--- src/rtl/rcpd_pkg.sv ---
// ----------------------------------------------------------------------------
// rcpd_pkg
// Shared types and constants for the RC PWM pulse decoder with failsafe.
// ----------------------------------------------------------------------------
package rcpd_pkg;

    // stream payload layout
    localparam int S_TDATA_W = 40;  // channel, level, timestamp (35 bits used)
    localparam int S_TUSER_W = 1;   // command
    localparam int M_TDATA_W = 56;  // four widths, link_ok, pulse_accepted

    localparam int TS_W   = 32;
    localparam int DIV_W  = 8;
    localparam int WID_W  = 12;
    localparam int QUO_W  = 16;
    localparam int CH_W   = 2;
    localparam int OUT_CH = 4;

    // APB register file
    localparam int APB_AW = 5;
    localparam int APB_DW = 32;
    localparam int REG_IDX_W = 3;

    localparam logic [REG_IDX_W-1:0] REG_TICKS_PER_US = 3'd0;
    localparam logic [REG_IDX_W-1:0] REG_MIN_WIDTH    = 3'd1;
    localparam logic [REG_IDX_W-1:0] REG_MAX_WIDTH    = 3'd2;
    localparam logic [REG_IDX_W-1:0] REG_FAILSAFE_CH0 = 3'd3;
    localparam logic [REG_IDX_W-1:0] REG_FAILSAFE_CH1 = 3'd4;
    localparam logic [REG_IDX_W-1:0] REG_FAILSAFE_CH2 = 3'd5;
    localparam logic [REG_IDX_W-1:0] REG_FAILSAFE_CH3 = 3'd6;

    localparam logic [DIV_W-1:0] RST_TICKS_PER_US = 8'd72;
    localparam logic [WID_W-1:0] RST_MIN_WIDTH    = 12'd800;
    localparam logic [WID_W-1:0] RST_MAX_WIDTH    = 12'd2200;
    localparam logic [WID_W-1:0] RST_FAILSAFE_HI  = 12'd1500;
    localparam logic [WID_W-1:0] RST_FAILSAFE_LO  = 12'd1000;

    // input command codes
    localparam logic CMD_EDGE = 1'b0;
    localparam logic CMD_TICK = 1'b1;

    typedef struct packed {
        logic [DIV_W-1:0]             ticks_per_us;
        logic [WID_W-1:0]             min_width;
        logic [WID_W-1:0]             max_width;
        logic [OUT_CH-1:0][WID_W-1:0] failsafe;
    } cfg_t;

    typedef struct packed {
        logic busy;
        logic done;
    } div_stat_t;

    typedef enum logic [1:0] {
        ST_IDLE,
        ST_LOAD,
        ST_DIV,
        ST_DONE
    } state_t;

endpackage

--- src/rtl/rcpd_cfg.sv ---
// ----------------------------------------------------------------------------
// rcpd_cfg
// APB register file: divisor, width window and per-channel failsafe widths.
// ----------------------------------------------------------------------------
module rcpd_cfg
(
    input  logic                        clk,
    input  logic                        rst_n,
    input  logic                        psel,
    input  logic                        penable,
    input  logic                        pwrite,
    input  logic [rcpd_pkg::APB_AW-1:0] paddr,
    input  logic [rcpd_pkg::APB_DW-1:0] pwdata,
    output logic [rcpd_pkg::APB_DW-1:0] prdata,
    output logic                        pready,
    output rcpd_pkg::cfg_t              cfg
);
    import rcpd_pkg::*;

    cfg_t                 cfg_reg;
    cfg_t                 cfg_next;
    logic [REG_IDX_W-1:0] idx;
    logic                 wr_en;

    assign pready = 1'b1;
    assign idx    = paddr[APB_AW-1:2];
    assign wr_en  = psel && penable && pwrite && pready;
    assign cfg    = cfg_reg;

    always_comb
    begin
        cfg_next = cfg_reg;
        if (wr_en)
        begin
            case (idx)
                REG_TICKS_PER_US: cfg_next.ticks_per_us = pwdata[DIV_W-1:0];
                REG_MIN_WIDTH:    cfg_next.min_width    = pwdata[WID_W-1:0];
                REG_MAX_WIDTH:    cfg_next.max_width    = pwdata[WID_W-1:0];
                REG_FAILSAFE_CH0: cfg_next.failsafe[0]  = pwdata[WID_W-1:0];
                REG_FAILSAFE_CH1: cfg_next.failsafe[1]  = pwdata[WID_W-1:0];
                REG_FAILSAFE_CH2: cfg_next.failsafe[2]  = pwdata[WID_W-1:0];
                REG_FAILSAFE_CH3: cfg_next.failsafe[3]  = pwdata[WID_W-1:0];
                default:          cfg_next = cfg_reg;
            endcase
        end
    end

    always_ff @(posedge clk or negedge rst_n)
    begin
        if (!rst_n)
        begin
            cfg_reg.ticks_per_us <= RST_TICKS_PER_US;
            cfg_reg.min_width    <= RST_MIN_WIDTH;
            cfg_reg.max_width    <= RST_MAX_WIDTH;
            cfg_reg.failsafe[0]  <= RST_FAILSAFE_HI;
            cfg_reg.failsafe[1]  <= RST_FAILSAFE_HI;
            cfg_reg.failsafe[2]  <= RST_FAILSAFE_LO;
            cfg_reg.failsafe[3]  <= RST_FAILSAFE_LO;
        end
        else
        begin
            cfg_reg <= cfg_next;
        end
    end

    always_comb
    begin
        case (idx)
            REG_TICKS_PER_US: prdata = APB_DW'(cfg_reg.ticks_per_us);
            REG_MIN_WIDTH:    prdata = APB_DW'(cfg_reg.min_width);
            REG_MAX_WIDTH:    prdata = APB_DW'(cfg_reg.max_width);
            REG_FAILSAFE_CH0: prdata = APB_DW'(cfg_reg.failsafe[0]);
            REG_FAILSAFE_CH1: prdata = APB_DW'(cfg_reg.failsafe[1]);
            REG_FAILSAFE_CH2: prdata = APB_DW'(cfg_reg.failsafe[2]);
            REG_FAILSAFE_CH3: prdata = APB_DW'(cfg_reg.failsafe[3]);
            default:          prdata = '0;
        endcase
    end

endmodule

--- src/rtl/rcpd_div.sv ---
// ----------------------------------------------------------------------------
// rcpd_div
// Radix-2 restoring divider, 32-bit dividend by 8-bit divisor, one bit/cycle.
// ----------------------------------------------------------------------------
module rcpd_div
(
    input  logic                       clk,
    input  logic                       rst_n,
    input  logic                       start,
    input  logic [rcpd_pkg::TS_W-1:0]  dividend,
    input  logic [rcpd_pkg::DIV_W-1:0] divisor,
    output logic [rcpd_pkg::QUO_W-1:0] quotient,
    output rcpd_pkg::div_stat_t        stat
);
    import rcpd_pkg::*;

    localparam int CNT_W = $clog2(TS_W);

    logic [TS_W-1:0]  quo_reg, quo_next;
    logic [DIV_W-1:0] rem_reg, rem_next;
    logic [CNT_W-1:0] cnt_reg, cnt_next;
    logic             busy_reg, busy_next;
    logic             done_reg, done_next;
    logic [DIV_W:0]   trial;
    logic [DIV_W:0]   diff;

    // shift in the next dividend bit; a zero divisor always subtracts -> all ones
    assign trial = {rem_reg, quo_reg[TS_W-1]};
    assign diff  = trial - {1'b0, divisor};

    always_comb
    begin
        quo_next  = quo_reg;
        rem_next  = rem_reg;
        cnt_next  = cnt_reg;
        busy_next = busy_reg;
        done_next = 1'b0;
        if (start)
        begin
            quo_next  = dividend;
            rem_next  = '0;
            cnt_next  = '0;
            busy_next = 1'b1;
        end
        else if (busy_reg)
        begin
            if (trial >= {1'b0, divisor})
            begin
                rem_next = diff[DIV_W-1:0];
                quo_next = {quo_reg[TS_W-2:0], 1'b1};
            end
            else
            begin
                rem_next = trial[DIV_W-1:0];
                quo_next = {quo_reg[TS_W-2:0], 1'b0};
            end
            cnt_next = cnt_reg + 1'b1;
            if (cnt_reg == CNT_W'(TS_W - 1))
            begin
                busy_next = 1'b0;
                done_next = 1'b1;
            end
        end
    end

    always_ff @(posedge clk or negedge rst_n)
    begin
        if (!rst_n)
        begin
            busy_reg <= 1'b0;
            done_reg <= 1'b0;
            cnt_reg  <= '0;
        end
        else
        begin
            busy_reg <= busy_next;
            done_reg <= done_next;
            cnt_reg  <= cnt_next;
        end
    end

    always_ff @(posedge clk)
    begin
        quo_reg <= quo_next;
        rem_reg <= rem_next;
    end

    assign quotient = quo_reg[QUO_W-1:0];
    assign stat     = '{busy: busy_reg, done: done_reg};

endmodule

--- src/rtl/rc_pwm_pulse_decoder_failsafe_core.sv ---
// ----------------------------------------------------------------------------
// rc_pwm_pulse_decoder_failsafe_core
// RC receiver PWM width decoder with silence counters and link-loss failsafe.
// ----------------------------------------------------------------------------
// Sequence: a falling edge on a live channel goes from accept through ST_LOAD,
//   the 32-step bit-serial divider in ST_DIV and ST_DONE to m_tvalid; tick,
//   rising edge and ignored edges go from accept straight to ST_DONE.
// Throughput: one transaction in flight; next accept the cycle after commit.
// Reset (rst_n async, low): registers to defaults, widths to failsafe, counters
//   saturated (link lost), edge starts zero.
// ----------------------------------------------------------------------------
module rc_pwm_pulse_decoder_failsafe_core
#(
    parameter int NUM_CHANNELS = 4,
    parameter int SILENCE_BITS = 4
)
(
    input  logic                           clk,
    input  logic                           rst_n,
    // input stream
    input  logic                           s_tvalid,
    output logic                           s_tready,
    // [1:0] channel, [2] level, [34:3] timestamp, [39:35] zero
    input  logic [rcpd_pkg::S_TDATA_W-1:0] s_tdata,
    // [0] command
    input  logic [rcpd_pkg::S_TUSER_W-1:0] s_tuser,
    // result stream
    output logic                           m_tvalid,
    input  logic                           m_tready,
    // [11:0] width_ch0, [23:12] width_ch1, [35:24] width_ch2, [47:36] width_ch3,
    // [48] link_ok, [49] pulse_accepted, [55:50] zero
    output logic [rcpd_pkg::M_TDATA_W-1:0] m_tdata,
    // APB configuration
    input  logic                           psel,
    input  logic                           penable,
    input  logic                           pwrite,
    input  logic [rcpd_pkg::APB_AW-1:0]    paddr,
    input  logic [rcpd_pkg::APB_DW-1:0]    pwdata,
    output logic [rcpd_pkg::APB_DW-1:0]    prdata,
    output logic                           pready
);
    import rcpd_pkg::*;

    // only four channels can be addressed by an edge and shown on the output
    localparam int CH_STORE = (NUM_CHANNELS < OUT_CH) ? NUM_CHANNELS : OUT_CH;
    localparam logic [SILENCE_BITS-1:0] SIL_MAX = '1;

    cfg_t      cfg;
    div_stat_t div_stat;
    logic      div_start;
    logic [QUO_W-1:0] quotient;
    logic [TS_W-1:0]  div_dividend;

    state_t state_reg, state_next;

    // latched item
    logic            cmd_reg;
    logic [CH_W-1:0] ch_reg;
    logic            level_reg;
    logic [TS_W-1:0] ts_reg;

    // channel state
    logic [TS_W-1:0]         edge_start_reg [CH_STORE];
    logic [WID_W-1:0]        width_reg      [CH_STORE];
    logic [WID_W-1:0]        width_next     [CH_STORE];
    logic [SILENCE_BITS-1:0] sil_reg        [NUM_CHANNELS];
    logic [SILENCE_BITS-1:0] sil_next       [NUM_CHANNELS];

    logic [M_TDATA_W-1:0] m_tdata_reg, m_tdata_next;
    logic                 m_tvalid_reg;

    logic            commit;
    logic            in_accept;
    logic            ch_live;
    logic            is_fall;
    logic            acc;
    logic            link_cur;
    logic            link_new;
    logic [TS_W-1:0] start_sel;

    // ------------------------------------------------------------------
    // sub-blocks
    // ------------------------------------------------------------------
    rcpd_cfg u_cfg
    (
        .clk     (clk),
        .rst_n   (rst_n),
        .psel    (psel),
        .penable (penable),
        .pwrite  (pwrite),
        .paddr   (paddr),
        .pwdata  (pwdata),
        .prdata  (prdata),
        .pready  (pready),
        .cfg     (cfg)
    );

    rcpd_div u_div
    (
        .clk      (clk),
        .rst_n    (rst_n),
        .start    (div_start),
        .dividend (div_dividend),
        .divisor  (cfg.ticks_per_us),
        .quotient (quotient),
        .stat     (div_stat)
    );

    // ------------------------------------------------------------------
    // item decode
    // ------------------------------------------------------------------
    assign in_accept = s_tvalid && s_tready;
    assign ch_live   = (32'(ch_reg) < NUM_CHANNELS);
    assign is_fall   = (cmd_reg == CMD_EDGE) && !level_reg && ch_live;

    always_comb
    begin
        start_sel = '0;
        for (int i = 0; i < CH_STORE; i++)
        begin
            if (ch_reg == CH_W'(i))
            begin
                start_sel = edge_start_reg[i];
            end
        end
    end

    // wrapped tick difference since the rising edge
    assign div_dividend = ts_reg - start_sel;

    // width window check on the truncated 16-bit quotient
    assign acc = is_fall && (quotient > QUO_W'(cfg.min_width))
                         && (quotient < QUO_W'(cfg.max_width));

    // ------------------------------------------------------------------
    // sequencer
    // ------------------------------------------------------------------
    always_ff @(posedge clk or negedge rst_n)
    begin
        if (!rst_n)
        begin
            state_reg <= ST_IDLE;
        end
        else
        begin
            state_reg <= state_next;
        end
    end

    always_comb
    begin
        state_next = state_reg;
        s_tready   = 1'b0;
        div_start  = 1'b0;
        commit     = 1'b0;
        case (state_reg)
            ST_IDLE:
            begin
                s_tready = 1'b1;
                if (s_tvalid)
                begin
                    // only a falling edge on a live channel needs the divider
                    if ((s_tuser[0] == CMD_EDGE) && !s_tdata[2]
                        && (32'(s_tdata[1:0]) < NUM_CHANNELS))
                    begin
                        state_next = ST_LOAD;
                    end
                    else
                    begin
                        state_next = ST_DONE;
                    end
                end
            end
            ST_LOAD:
            begin
                div_start  = 1'b1;
                state_next = ST_DIV;
            end
            ST_DIV:
            begin
                if (div_stat.done)
                begin
                    state_next = ST_DONE;
                end
            end
            ST_DONE:
            begin
                // hold the update until the output register is free
                if (!m_tvalid_reg || m_tready)
                begin
                    commit     = 1'b1;
                    state_next = ST_IDLE;
                end
            end
            default:
            begin
                state_next = ST_IDLE;
            end
        endcase
    end

    always_ff @(posedge clk)
    begin
        if (in_accept)
        begin
            cmd_reg   <= s_tuser[0];
            ch_reg    <= s_tdata[1:0];
            level_reg <= s_tdata[2];
            ts_reg    <= s_tdata[34:3];
        end
    end

    // ------------------------------------------------------------------
    // channel state update
    // ------------------------------------------------------------------
    always_comb
    begin
        link_cur = 1'b1;
        for (int i = 0; i < NUM_CHANNELS; i++)
        begin
            if (sil_reg[i] == SIL_MAX)
            begin
                link_cur = 1'b0;
            end
        end
    end

    always_comb
    begin
        for (int i = 0; i < CH_STORE; i++)
        begin
            width_next[i] = width_reg[i];
        end
        for (int i = 0; i < NUM_CHANNELS; i++)
        begin
            sil_next[i] = sil_reg[i];
        end
        if (cmd_reg == CMD_TICK)
        begin
            if (link_cur)
            begin
                for (int i = 0; i < NUM_CHANNELS; i++)
                begin
                    sil_next[i] = sil_reg[i] + SILENCE_BITS'(1);
                end
            end
            else
            begin
                for (int i = 0; i < CH_STORE; i++)
                begin
                    width_next[i] = cfg.failsafe[i];
                end
            end
        end
        else if (acc)
        begin
            for (int i = 0; i < CH_STORE; i++)
            begin
                if (ch_reg == CH_W'(i))
                begin
                    width_next[i] = quotient[WID_W-1:0];
                    sil_next[i]   = '0;
                end
            end
        end
    end

    always_comb
    begin
        link_new = 1'b1;
        for (int i = 0; i < NUM_CHANNELS; i++)
        begin
            if (sil_next[i] == SIL_MAX)
            begin
                link_new = 1'b0;
            end
        end
    end

    always_ff @(posedge clk or negedge rst_n)
    begin
        if (!rst_n)
        begin
            for (int i = 0; i < CH_STORE; i++)
            begin
                edge_start_reg[i] <= '0;
                width_reg[i]      <= (i < 2) ? RST_FAILSAFE_HI : RST_FAILSAFE_LO;
            end
            for (int i = 0; i < NUM_CHANNELS; i++)
            begin
                sil_reg[i] <= SIL_MAX;
            end
        end
        else if (commit)
        begin
            for (int i = 0; i < CH_STORE; i++)
            begin
                width_reg[i] <= width_next[i];
                if ((cmd_reg == CMD_EDGE) && level_reg && (ch_reg == CH_W'(i)))
                begin
                    edge_start_reg[i] <= ts_reg;
                end
            end
            for (int i = 0; i < NUM_CHANNELS; i++)
            begin
                sil_reg[i] <= sil_next[i];
            end
        end
    end

    // ------------------------------------------------------------------
    // output register
    // ------------------------------------------------------------------
    always_comb
    begin
        m_tdata_next = '0;
        for (int i = 0; i < CH_STORE; i++)
        begin
            m_tdata_next[i*WID_W +: WID_W] = width_next[i];
        end
        m_tdata_next[OUT_CH*WID_W]     = link_new;
        m_tdata_next[OUT_CH*WID_W + 1] = acc;
    end

    always_ff @(posedge clk or negedge rst_n)
    begin
        if (!rst_n)
        begin
            m_tvalid_reg <= 1'b0;
        end
        else if (commit)
        begin
            m_tvalid_reg <= 1'b1;
        end
        else if (m_tready)
        begin
            m_tvalid_reg <= 1'b0;
        end
    end

    always_ff @(posedge clk)
    begin
        if (commit)
        begin
            m_tdata_reg <= m_tdata_next;
        end
    end

    assign m_tvalid = m_tvalid_reg;
    assign m_tdata  = m_tdata_reg;

    // ------------------------------------------------------------------
    // assertions
    // ------------------------------------------------------------------
    a_div_done_in_div: assert property (@(posedge clk) disable iff (!rst_n)
        div_stat.done |-> state_reg == ST_DIV)
        else $error("divider finished outside the divide state");

    a_ready_div_idle: assert property (@(posedge clk) disable iff (!rst_n)
        s_tready |-> !div_stat.busy)
        else $error("input ready while the divider is busy");

    a_acc_only_fall: assert property (@(posedge clk) disable iff (!rst_n)
        (commit && acc) |-> (cmd_reg == CMD_EDGE) && !level_reg)
        else $error("pulse accepted on an item that is not a falling edge");

    a_acc_clears_link: assert property (@(posedge clk) disable iff (!rst_n)
        (commit && acc && (NUM_CHANNELS == 1)) |=> m_tdata[OUT_CH*WID_W])
        else $error("accepted pulse on the only channel left the link down");

endmodule
--- config.mk ---
export PLATFORM = sky130hd
export DESIGN_NAME = rc_pwm_pulse_decoder_failsafe_core
export DESIGN_NICKNAME = d
export VERILOG_FILES = /design/src/rtl/rcpd_pkg.sv /design/src/rtl/rcpd_cfg.sv /design/src/rtl/rcpd_div.sv /design/src/rtl/rc_pwm_pulse_decoder_failsafe_core.sv
export SDC_FILE = /design/constraint.sdc
export NUM_CORES = 1
export LEC_CHECK = 0
export BUFFER_PORTS_ARGS = -buffer_cell sky130_fd_sc_hd__buf_2
export CORE_MARGIN = 1.5
export CORE_UTILIZATION = 55
export DETAILED_ROUTE_END_ITERATION = 12
export PLACE_DENSITY_LB_ADDON = 0.3
export SYNTH_ARGS = -nofsm -noshare
export SYNTH_HDL_FRONTEND = slang
export SYNTH_SLANG_ARGS = --single-unit
--- constraint.sdc ---
create_clock -name clk -period 4.7 [get_ports clk]
set_input_delay 0.47 -clock clk [delete_from_list [all_inputs] [get_ports clk]]
set_output_delay 0.47 -clock clk [all_outputs]
set_load 0.01 [all_outputs]
==> results of run 1 <==
## routing by layer
layer,vias up,global-route usage
met1,7785,0.350
li1,7140,-
met2,546,0.439
met5,-,0
met4,0,0.122
met3,109,0.0358
## placed cells by master, fill, tap and decap left out, types with 21 or more instances in the layout
| cell | n |
|---|---|
| inv_1 | 85 |
| buf_4 | 21 |
| mux2_2 | 202 |
| nor2b_1 | 21 |
| a211oi_1 | 53 |
| nor2_1 | 81 |
| ha_1 | 71 |
| edfxtp_1 | 118 |
| mux4_2 | 36 |
| nor3_1 | 39 |
| a21oi_1 | 60 |
| mux2i_1 | 57 |
| a221oi_1 | 27 |
| conb_1 | 27 |
| buf_2 | 120 |
| dfstp_2 | 77 |
| a21o_1 | 24 |
| a22o_1 | 23 |
| clkbuf_16 | 46 |
| o22ai_1 | 40 |
| o21ai_0 | 122 |
| nand2_1 | 156 |
| dfrtp_1 | 205 |
## worst max-delay path, cell delays in order, from the launching register on
cell	delay, ps
edfxtp_1	410
buf_12	230
mux4_2	370
ha_1	160
inv_1	50
fa_1	420
a211oi_2	330
o211ai_1	160
and3_1	180
a41o_1	330
a211oi_1	410
o31ai_1	200
a21oi_1	200
mux2_2	350
nand4_1	80
## path summary, 6_finish.rpt
path | endpoint | slack (ps) | from | cells after the start
hold reg to reg | u_div.rem_reg[7] | 450 | u_div.rem_reg[7] | 2
setup reg to reg | u_div.quo_reg[30] | 650 | ch_reg[0] | 14
hold / removal | edge_start_reg[105] | 8 | rst_n | 1
min in group clk | ch_reg[0] | 80 | s_tdata[0] | 1
max in group asynchronous | width_reg[41] | 3500 | rst_n | 2
setup / recovery | u_div.quo_reg[30] | 650 | ch_reg[0] | 14
## cell type report
cell class	instances	area share
flip-flops and latches	408	0.448
inverters	88	0.0137
diodes	1	0.000103
repair buffers	146	0.0352
multi-input cells	1276	0.414
well taps	518	0.0267
clock buffers	60	0.0522
clock inverters	19	0.00960
## synthesized netlist by cell type, types with 13 or more instances
cell / instances
dfrtp_1: 205
mux2_2: 202
nand2_1: 156
o21ai_0: 122
edfxtp_1: 118
inv_1: 86
nor2_1: 81
dfstp_2: 77
clkbuf_1: 74
ha_1: 72
a21oi_1: 60
mux2i_1: 57
a211oi_1: 54
o22ai_1: 40
nor3_1: 39
mux4_2: 36
buf_4: 28
a221oi_1: 27
a21o_1: 24
buf_1: 24
a22o_1: 23
nor2b_1: 21
a22oi_1: 19
xor2_1: 16
nand3_1: 15
nand4_1: 15
xnor2_1: 13
## power breakdown
| part | leakage (nW) | switching, W | internal (W) |
|---|---|---|---|
| sequential | 4.64 | 0.000931 | 0.00506 |
| clock | 0.726 | 0.00144 | 0.00216 |
| combinational | 5.06 | 0.00303 | 0.00251 |
## through the flow
step | hold WS (ps) | total power [W] | worst slack (ps)
final | 8.19 | 0.0151 | 654
after global placement | 446 | 0.0112 | 795
after detailed placement | 445 | 0.0115 | 720
after global routing | 59.5 | 0.0161 | 409
after CTS | 29.4 | 0.0152 | 697
after floorplan | 174 | 0.00992 | 553
## kinds of logic (layout without fill, tap and decap cells)
logic type / Yosys count / in the layout / synth area share
compound gates: 458 / 458 / 0.147
flops: 408 / 408 / 0.499
simple gates: 393 / 393 / 0.0856
mux: 295 / 295 / 0.168
buf+inv: 227 / 313 / 0.0456
fa+ha+maj: 74 / 74 / 0.0432
xor+xnor: 29 / 29 / 0.0117
other cells: 2 / 28 / 0.000345
==> flow_summary.yaml, run 1 <==
timing:
  rsz0062_at_grt: "false"
  finalHoldViolations: 0
  max_freq_ghz: 0.247
  setup_viol: 0
  tightest_slew_ps: 1270
  timing.final.crit_share: 0.861
  maxSlewViolCount: 0
  period_needed_ps: 4050
  tns_ps: 0
  slew_headroom: 0.147
  clock_skew_ps: 15.0
final_layout:
  drive_above_1_share: 0.289
  stdcell_count: 2516
  design_area_mm2: 0.0242
  area_growth_pct: 11.3
  fill_cells: 3040
  largest_reg_flops: 128
  seqCellArea_mm2: 0.0109
  finalNetCount: 2122
  fin_util: 0.624
  multi_input_area_mm2: 0.0100
die:
  io_pins: 176
  die-height_um: 202
  start_util: 0.561
  rows: 72
  die_width_um: 202
  dieArea_mm2: 0.0408
  fp.coreArea_mm2: 0.0388
power_and_ir_drop:
  ir_worst_vdd_mv: 0.470
  power_density_mw_per_mm2: 625
  leakagePower_nw: 10.4
routing:
  viasPerCell: 6.19
  wl_met3_um: 3090
  wirelength_um: 53500
  drtIter0Drc: 1137
  ant_nets: 0
  first_pass_iters: 6
  num_vias: 15580
  maxUsedRoutingLayer: "met4"
  wl_per_cell_um: 21.3
  drcViolationCount: 0
  wl_met1_um: 22000
  route.met2.wl_um: 26200
clock_network:
  clk_pin_slew_worst_paths_ps: 60
  postCtsSetupBuffers: 0
  cts_sinks: 408
  numCtsBuffers: 43
  clockBufferDepth: 3
  cts_tree: "done"
  clock_latency_ps: 570
  cts_root_buf: "clkbuf_16"
  post_cts_resized: 0
  postCtsHoldBufs: 0
  cts.htree.levels: 2
global_route:
  antenna_found_initial: 1
  grt_pass1_wl_um: 85600
  grt_overflow_total: 0
  grt_pass1_vias: 15394
  grt_use_total: 0.266
  grt_max_degree: 162
logic_synthesis:
  synth_area_mm2: 0.0218
  synth.top_cell.area_share: 0.236
  ys_seq_elements: 408
  yosys_warnings: 0
  synth_flop_cell: "dfrtp_1"
  yosysTopAreaCell: "dfrtp_1"
  synth_edf_count: 118
  netlist_instances: 1886
  synth_cell_type_count: 82
  ys_async_sr_fraction: 0.691
  synth.top_cells.by_area: "dfrtp_1 (24%), edfxtp_1 (16%), mux2_2 (10%)"
  seq_area_frac_synth: 0.499
  syn_area_per_cell_um2: 11.5
placement:
  portBuffers: 121
  dpl_cell_area_mm2: 0.0227
  gp_congestion: 0.909
  dp.cells: 2436
  detailed_place_hpwl_um: 36200
critical_path:
  end_kind: "flop"
  arrival_ps: 4470
  start_kind: "flop"
  cp_max_fo: 40
  crit_type: "reg -> reg"
  crit_required_ps: 5130
run:
  drv_cap: 0
hold_path:
  worstHoldPathType: "in -> async"
run_status:
  status: "finished, final reports clean"
Power figures use the tool's default switching activity.
==> run 2: changes to the inputs <==
- HOLD_SLACK_MARGIN: not set -> 0.12
- SLEW_MARGIN: not set -> 30
==> run 2 against run 1 <==
  * Setup slack improved by 19 ps
  * Worst hold slack better by 140 ps
  * Final area up 1.4%
  * Total power fell by 0.32%
  * Clock power decreased by 3%
  * Via count is 1.4% higher
  * Sequential power about the same
  * Clock skew up 3.7 ps
  * Non-clock buffer count rose by 36
  * Largest power group unchanged
==> flow_summary.yaml, run 2 (synthesized netlist as in run 1, its figures left out) <==
critical_path:
  end_kind: "flop"
  crit_type: "reg -> reg"
  crit_required_ps: 5140
  reg2reg_to: "u_div.quo_reg[30]"
  reg2regPathDepth: 14
  reg2reg_from: "ch_reg[0]"
  cp_max_fo: 40
  r2r_slack_ps: 670
  slowest_delay_ps: 420
  slowest_stage: "edfxtp_1"
  crit_start: "ch_reg[0]"
  start_kind: "flop"
  cp_cell_sequence: "buf_12, mux4_2, ha_1, inv_1, fa_1, a211oi_2, o211ai_1, and3_1, a41o_1, a211oi_1, o31ai_1, a21oi_1, mux2_2, nand4_1"
  arrival_ps: 4470
power_and_ir_drop:
  total_power_w: 0.0151
  power_density_mw_per_mm2: 614
  ir_worst_vdd_mv: 0.418
  intPower_w: 0.00963
  p_sw_w: 0.00546
  clock_power_share: 0.230
  seqPwrFrac: 0.398
  power_frac_comb: 0.371
  p_sw_frac: 0.362
  leakagePower_nw: 10.6
final_layout:
  finalNetCount: 2159
  design_area_mm2: 0.0246
  layout_commonest_cell: "dfrtp_1"
  area_growth_pct: 12.8
  drive_above_1_share: 0.282
  largest_reg_flops: 128
  final_cell_mix: "dfrtp_1 (205), mux2_2 (202), nand2_1 (156), o21ai_0 (122), buf_2 (120)"
clock_network:
  cts_tree: "done"
  clock_latency_ps: 580
  post_cts_resized: 0
  clk_pin_slew_worst_paths_ps: 60
  postCtsSetupBuffers: 0
  postCtsHoldBufs: 35
  clockBufferDepth: 3
  numCtsBuffers: 44
  cts_root_buf: "clkbuf_16"
  cts_sinks: 408
  cts.htree.levels: 2
run:
  drv_cap: 0
placement:
  portBuffers: 121
  dpl_cell_area_mm2: 0.0227
  post-place-ws_ps: 718
  detailed_place_hpwl_um: 36200
  gp_congestion: 0.909
timing:
  hold_ws_ps: 152
  setup_viol: 0
  clock_skew_ps: 18.6
  tns_ps: 0
  period_needed_ps: 4030
  slew_headroom: 0.404
  worst_slack_ps: 673
  finalHoldViolations: 0
  timing.final.crit_share: 0.857
  max_freq_ghz: 0.248
  rsz0062_at_grt: "false"
  tightest_slew_ps: 893
  maxSlewViolCount: 0
die:
  die_width_um: 202
  start_util: 0.561
  dieArea_mm2: 0.0408
  io_pins: 176
  die-height_um: 202
  fp.coreArea_mm2: 0.0388
  rows: 72
hold_path:
  whs_path_depth: 1
  hold_path_end: "level_reg"
  min_from: "s_tdata[2]"
  worstHoldPathType: "in -> reg"
routing:
  num_vias: 15795
  drtIter0Drc: 1107
  wirelength_um: 54600
  ant_nets: 0
  first_pass_iters: 5
  drcViolationCount: 0
  viasPerCell: 6.18
  wl_per_cell_um: 21.4
global_route:
  grt_use_total: 0.270
  grt_max_degree: 162
  grt_pass1_wl_um: 86600
  antenna_found_initial: 1
  grt_pass1_vias: 15497
  grt_overflow_total: 0
run_status:
  status: "finished, final reports clean"
-- run 2: power groups by stage --
stage	sequential (W)	combinational, W	clock (W)
2_1_floorplan	0.00571	0.00421	0
3_3_place_gp	0.00596	0.00527	0
3_5_place_dp	0.00603	0.00550	0
4_1_cts	0.00599	0.00558	0.00353
5_1_grt	0.00613	0.00619	0.00368
6_report	0.00601	0.00560	0.00348
-- run 2: final cells by class --
cell class | count | area (µm²)
inverters | 88 | 332
multi-input cells | 1276 | 10100
clock inverters | 25 | 238
clock buffers | 56 | 1200
well taps | 518 | 648
diodes | 1 | 2.50
repair buffers | 182 | 1230
fillers | 2992 | 14300
flip-flops and latches | 408 | 10900
-- run 2: how the worst max path moves through the flow --
stage / to / slack, ps / cells after the start
CTS: u_div.quo_reg[30] / 700 / 14
detailed placement: u_div.quo_reg[30] / 720 / 14
global route: u_div.quo_reg[30] / 480 / 14
floorplan: u_div.quo_reg[20] / 550 / 14
global placement: u_div.quo_reg[30] / 790 / 14
finish: u_div.quo_reg[30] / 670 / 14
-- run 2: metrics by stage --
stage | cells | utilization
finish | 2554 | 0.633
global route | 2554 | 0.633
CTS | 2552 | 0.632
detailed placement | 2436 | 0.586
global placement | 2436 | 0.585
floorplan | 1911 | -
-- run 2: routing by layer --
layer  up-vias  part of all wire  GRT usage
li1       7226                 -          -
met1      7866              0.41      0.353
met2       590              0.49      0.447
met3       113             0.060     0.0353
met4         0             0.045      0.127
met5         -                 0          0
-- run 2: critical path, delay by kind of cell, from the launching register on --
kind,cells,cell delay [ps]
simple gates,2,260
flops,1,420
mux,2,710
fa+ha+maj,2,580
compound gates,6,1610
buf+inv,2,300
==> run 3: changes to the inputs <==
- PLACE_DENSITY: not set -> 0.79
- PLACE_DENSITY_LB_ADDON: 0.3 -> not set
- SLEW_MARGIN: 30 -> not set
==> run 3 against run 2 <==
  * Clock power up 4%
  * Critical path type unchanged
  * Die area unchanged
  * Critical path depth down 1
  * Final cell count about the same
  * Sequential share of layout area down 0.10 points
  * Maximum frequency up 2.2%
  * Largest cell class unchanged
  * First-iteration DRC count up 13%
  * Total power up 0.80%
  * Global-route usage down 0.45 points
  * Core utilization up 0.14 points
==> flow_summary.yaml, run 3 (synthesized netlist as in run 1, its figures left out) <==
power_and_ir_drop:
  power_density_mw_per_mm2: 618
  leakagePower_nw: 10.6
  ir_worst_vdd_mv: 0.435
critical_path:
  slowest_delay_ps: 530
  crit_required_ps: 5030
  crit_start: "ch_reg[0]"
  crit_family: "compound AO/OA/AOI/OAI gates"
  slowest_stage: "mux4_2"
  reg2reg_from: "ch_reg[0]"
  reg2regPathDepth: 13
  critPathBufInv: 2
  cp_cell_sequence: "buf_4, mux4_2, inv_1, ha_1, o21ai_1, a21oi_1, o21ai_0, a31oi_1, a221o_1, a21boi_2, o21ai_0, xor2_1, mux2_2"
  cp_common_cell: "o21ai_0"
  reg2reg_to: "u_div.quo_reg[25]"
  crit_type: "reg -> reg"
  cp_max_fo: 14
  end_kind: "flop"
  start_kind: "flop"
  r2r_slack_ps: 760
  arrival_ps: 4270
routing:
  wirelength_um: 53900
  route.met2.wl_um: 26000
  num_vias: 15896
  drtIter0Drc: 1255
  viasPerCell: 6.22
  ant_nets: 0
  wl_per_cell_um: 21.1
  first_pass_iters: 5
  wl_met1_um: 22400
  wl_met3_um: 3470
  maxUsedRoutingLayer: "met4"
  drcViolationCount: 0
timing:
  timing.final.crit_share: 0.839
  worst_slack_ps: 759
  rsz0062_at_grt: "false"
  clock_skew_ps: 18.0
  finalHoldViolations: 0
  slew_headroom: 0.277
  setup_viol: 0
  max_freq_ghz: 0.254
  tightest_slew_ps: 1080
  tns_ps: 0
  period_needed_ps: 3940
  maxSlewViolCount: 0
final_layout:
  largest_reg_flops: 128
  final_cell_mix: "dfrtp_1 (205), mux2_2 (202), nand2_1 (156), o21ai_0 (122), buf_2 (120)"
  finalNetCount: 2160
  layout_commonest_cell: "dfrtp_1"
  drive_above_1_share: 0.286
  diodes: 0
  area_growth_pct: 13.1
global_route:
  grt_overflow_total: 0
  grt_max_degree: 163
  grt_pass1_vias: 15933
  grt_pass1_wl_um: 86000
  antenna_found_initial: 1
  grt_use_total: 0.265
clock_network:
  clockBufferDepth: 3
  post_cts_resized: 0
  cts_tree: "done"
  postCtsSetupBuffers: 0
  cts_root_buf: "clkbuf_16"
  cts.htree.levels: 2
  cts_sinks: 408
  clock_latency_ps: 580
  postCtsHoldBufs: 35
  numCtsBuffers: 44
  clk_pin_slew_worst_paths_ps: 70
placement:
  portBuffers: 121
  post-place-ws_ps: 792
  detailed_place_hpwl_um: 35800
  gp_congestion: 0.902
die:
  io_pins: 176
  die-height_um: 202
  dieArea_mm2: 0.0408
  fp.coreArea_mm2: 0.0388
  start_util: 0.561
  die_width_um: 202
  rows: 72
run_status:
  status: "finished, final reports clean"
hold_path:
  min_from: "s_tdata[2]"
  hold_path_end: "level_reg"
  worstHoldPathType: "in -> reg"
  whs_path_depth: 1
run:
  drv_cap: 0
-- run 3: cell types whose count changed in the layout (fill, tap and decap cells not counted), moves of 3 or more --
cell / delta
clkbuf_1: -3
clkinv_1: -6
clkinv_2: +4
clkinv_4: +5
-- run 3: through the flow --
stage	util	power [W]	cells	cell area, µm²	hold slack, ps
after global routing	0.634	0.0161	2555	24600	137
final	0.634	0.0152	2555	24600	158
after detailed placement	0.586	0.0115	2438	22800	345
after floorplan	-	0.00992	1911	21900	174
after global placement	0.586	0.0112	2438	22800	341
after CTS	0.634	0.0152	2555	24600	140
-- run 3: cell type report --
class	instances	area (µm²)
Timing Repair Buffer	183	1230
Clock buffer	52	1180
Tap cell	518	648
Fill cell	2932	14200
Inverter	88	332
Clock inverter	30	329
Multi-Input combinational cell	1276	10000
Sequential cell	408	10900
-- run 3: layer usage --
layer	GRT usage	vias to the layer above
met3	0.0482	119
met4	0.105	0
li1	-	7220
met5	0	-
met2	0.437	648
met1	0.349	7909
-- run 3: power by group --
group	switching (W)	internal (W)	leakage (nW)
registers	0.000905	0.00506	4.64
logic	0.00308	0.00255	5.22
clock network	0.00147	0.00215	0.749
total	0.00545	0.00976	10.6
-- run 3: worst reg2reg max path, cell delays in order, from the launching register on --
cell and delay [ps]:
edfxtp_1 430, buf_4 280, mux4_2 530, inv_1 90
ha_1 300, o21ai_1 180, a21oi_1 70, o21ai_0 240
a31oi_1 240, a221o_1 460, a21boi_2 290, o21ai_0 150
xor2_1 150, mux2_2 270
-- run 3: worst max path at each step --
stage / endpoint / slack [ps] / cells past startpoint
2_1_floorplan: u_div.quo_reg[20] / 550 / 14
3_3_place_gp: u_div.quo_reg[25] / 900 / 12
3_5_place_dp: u_div.quo_reg[21] / 790 / 13
4_1_cts: u_div.quo_reg[21] / 790 / 12
5_1_grt: u_div.quo_reg[30] / 500 / 13
6_report: u_div.quo_reg[25] / 760 / 13
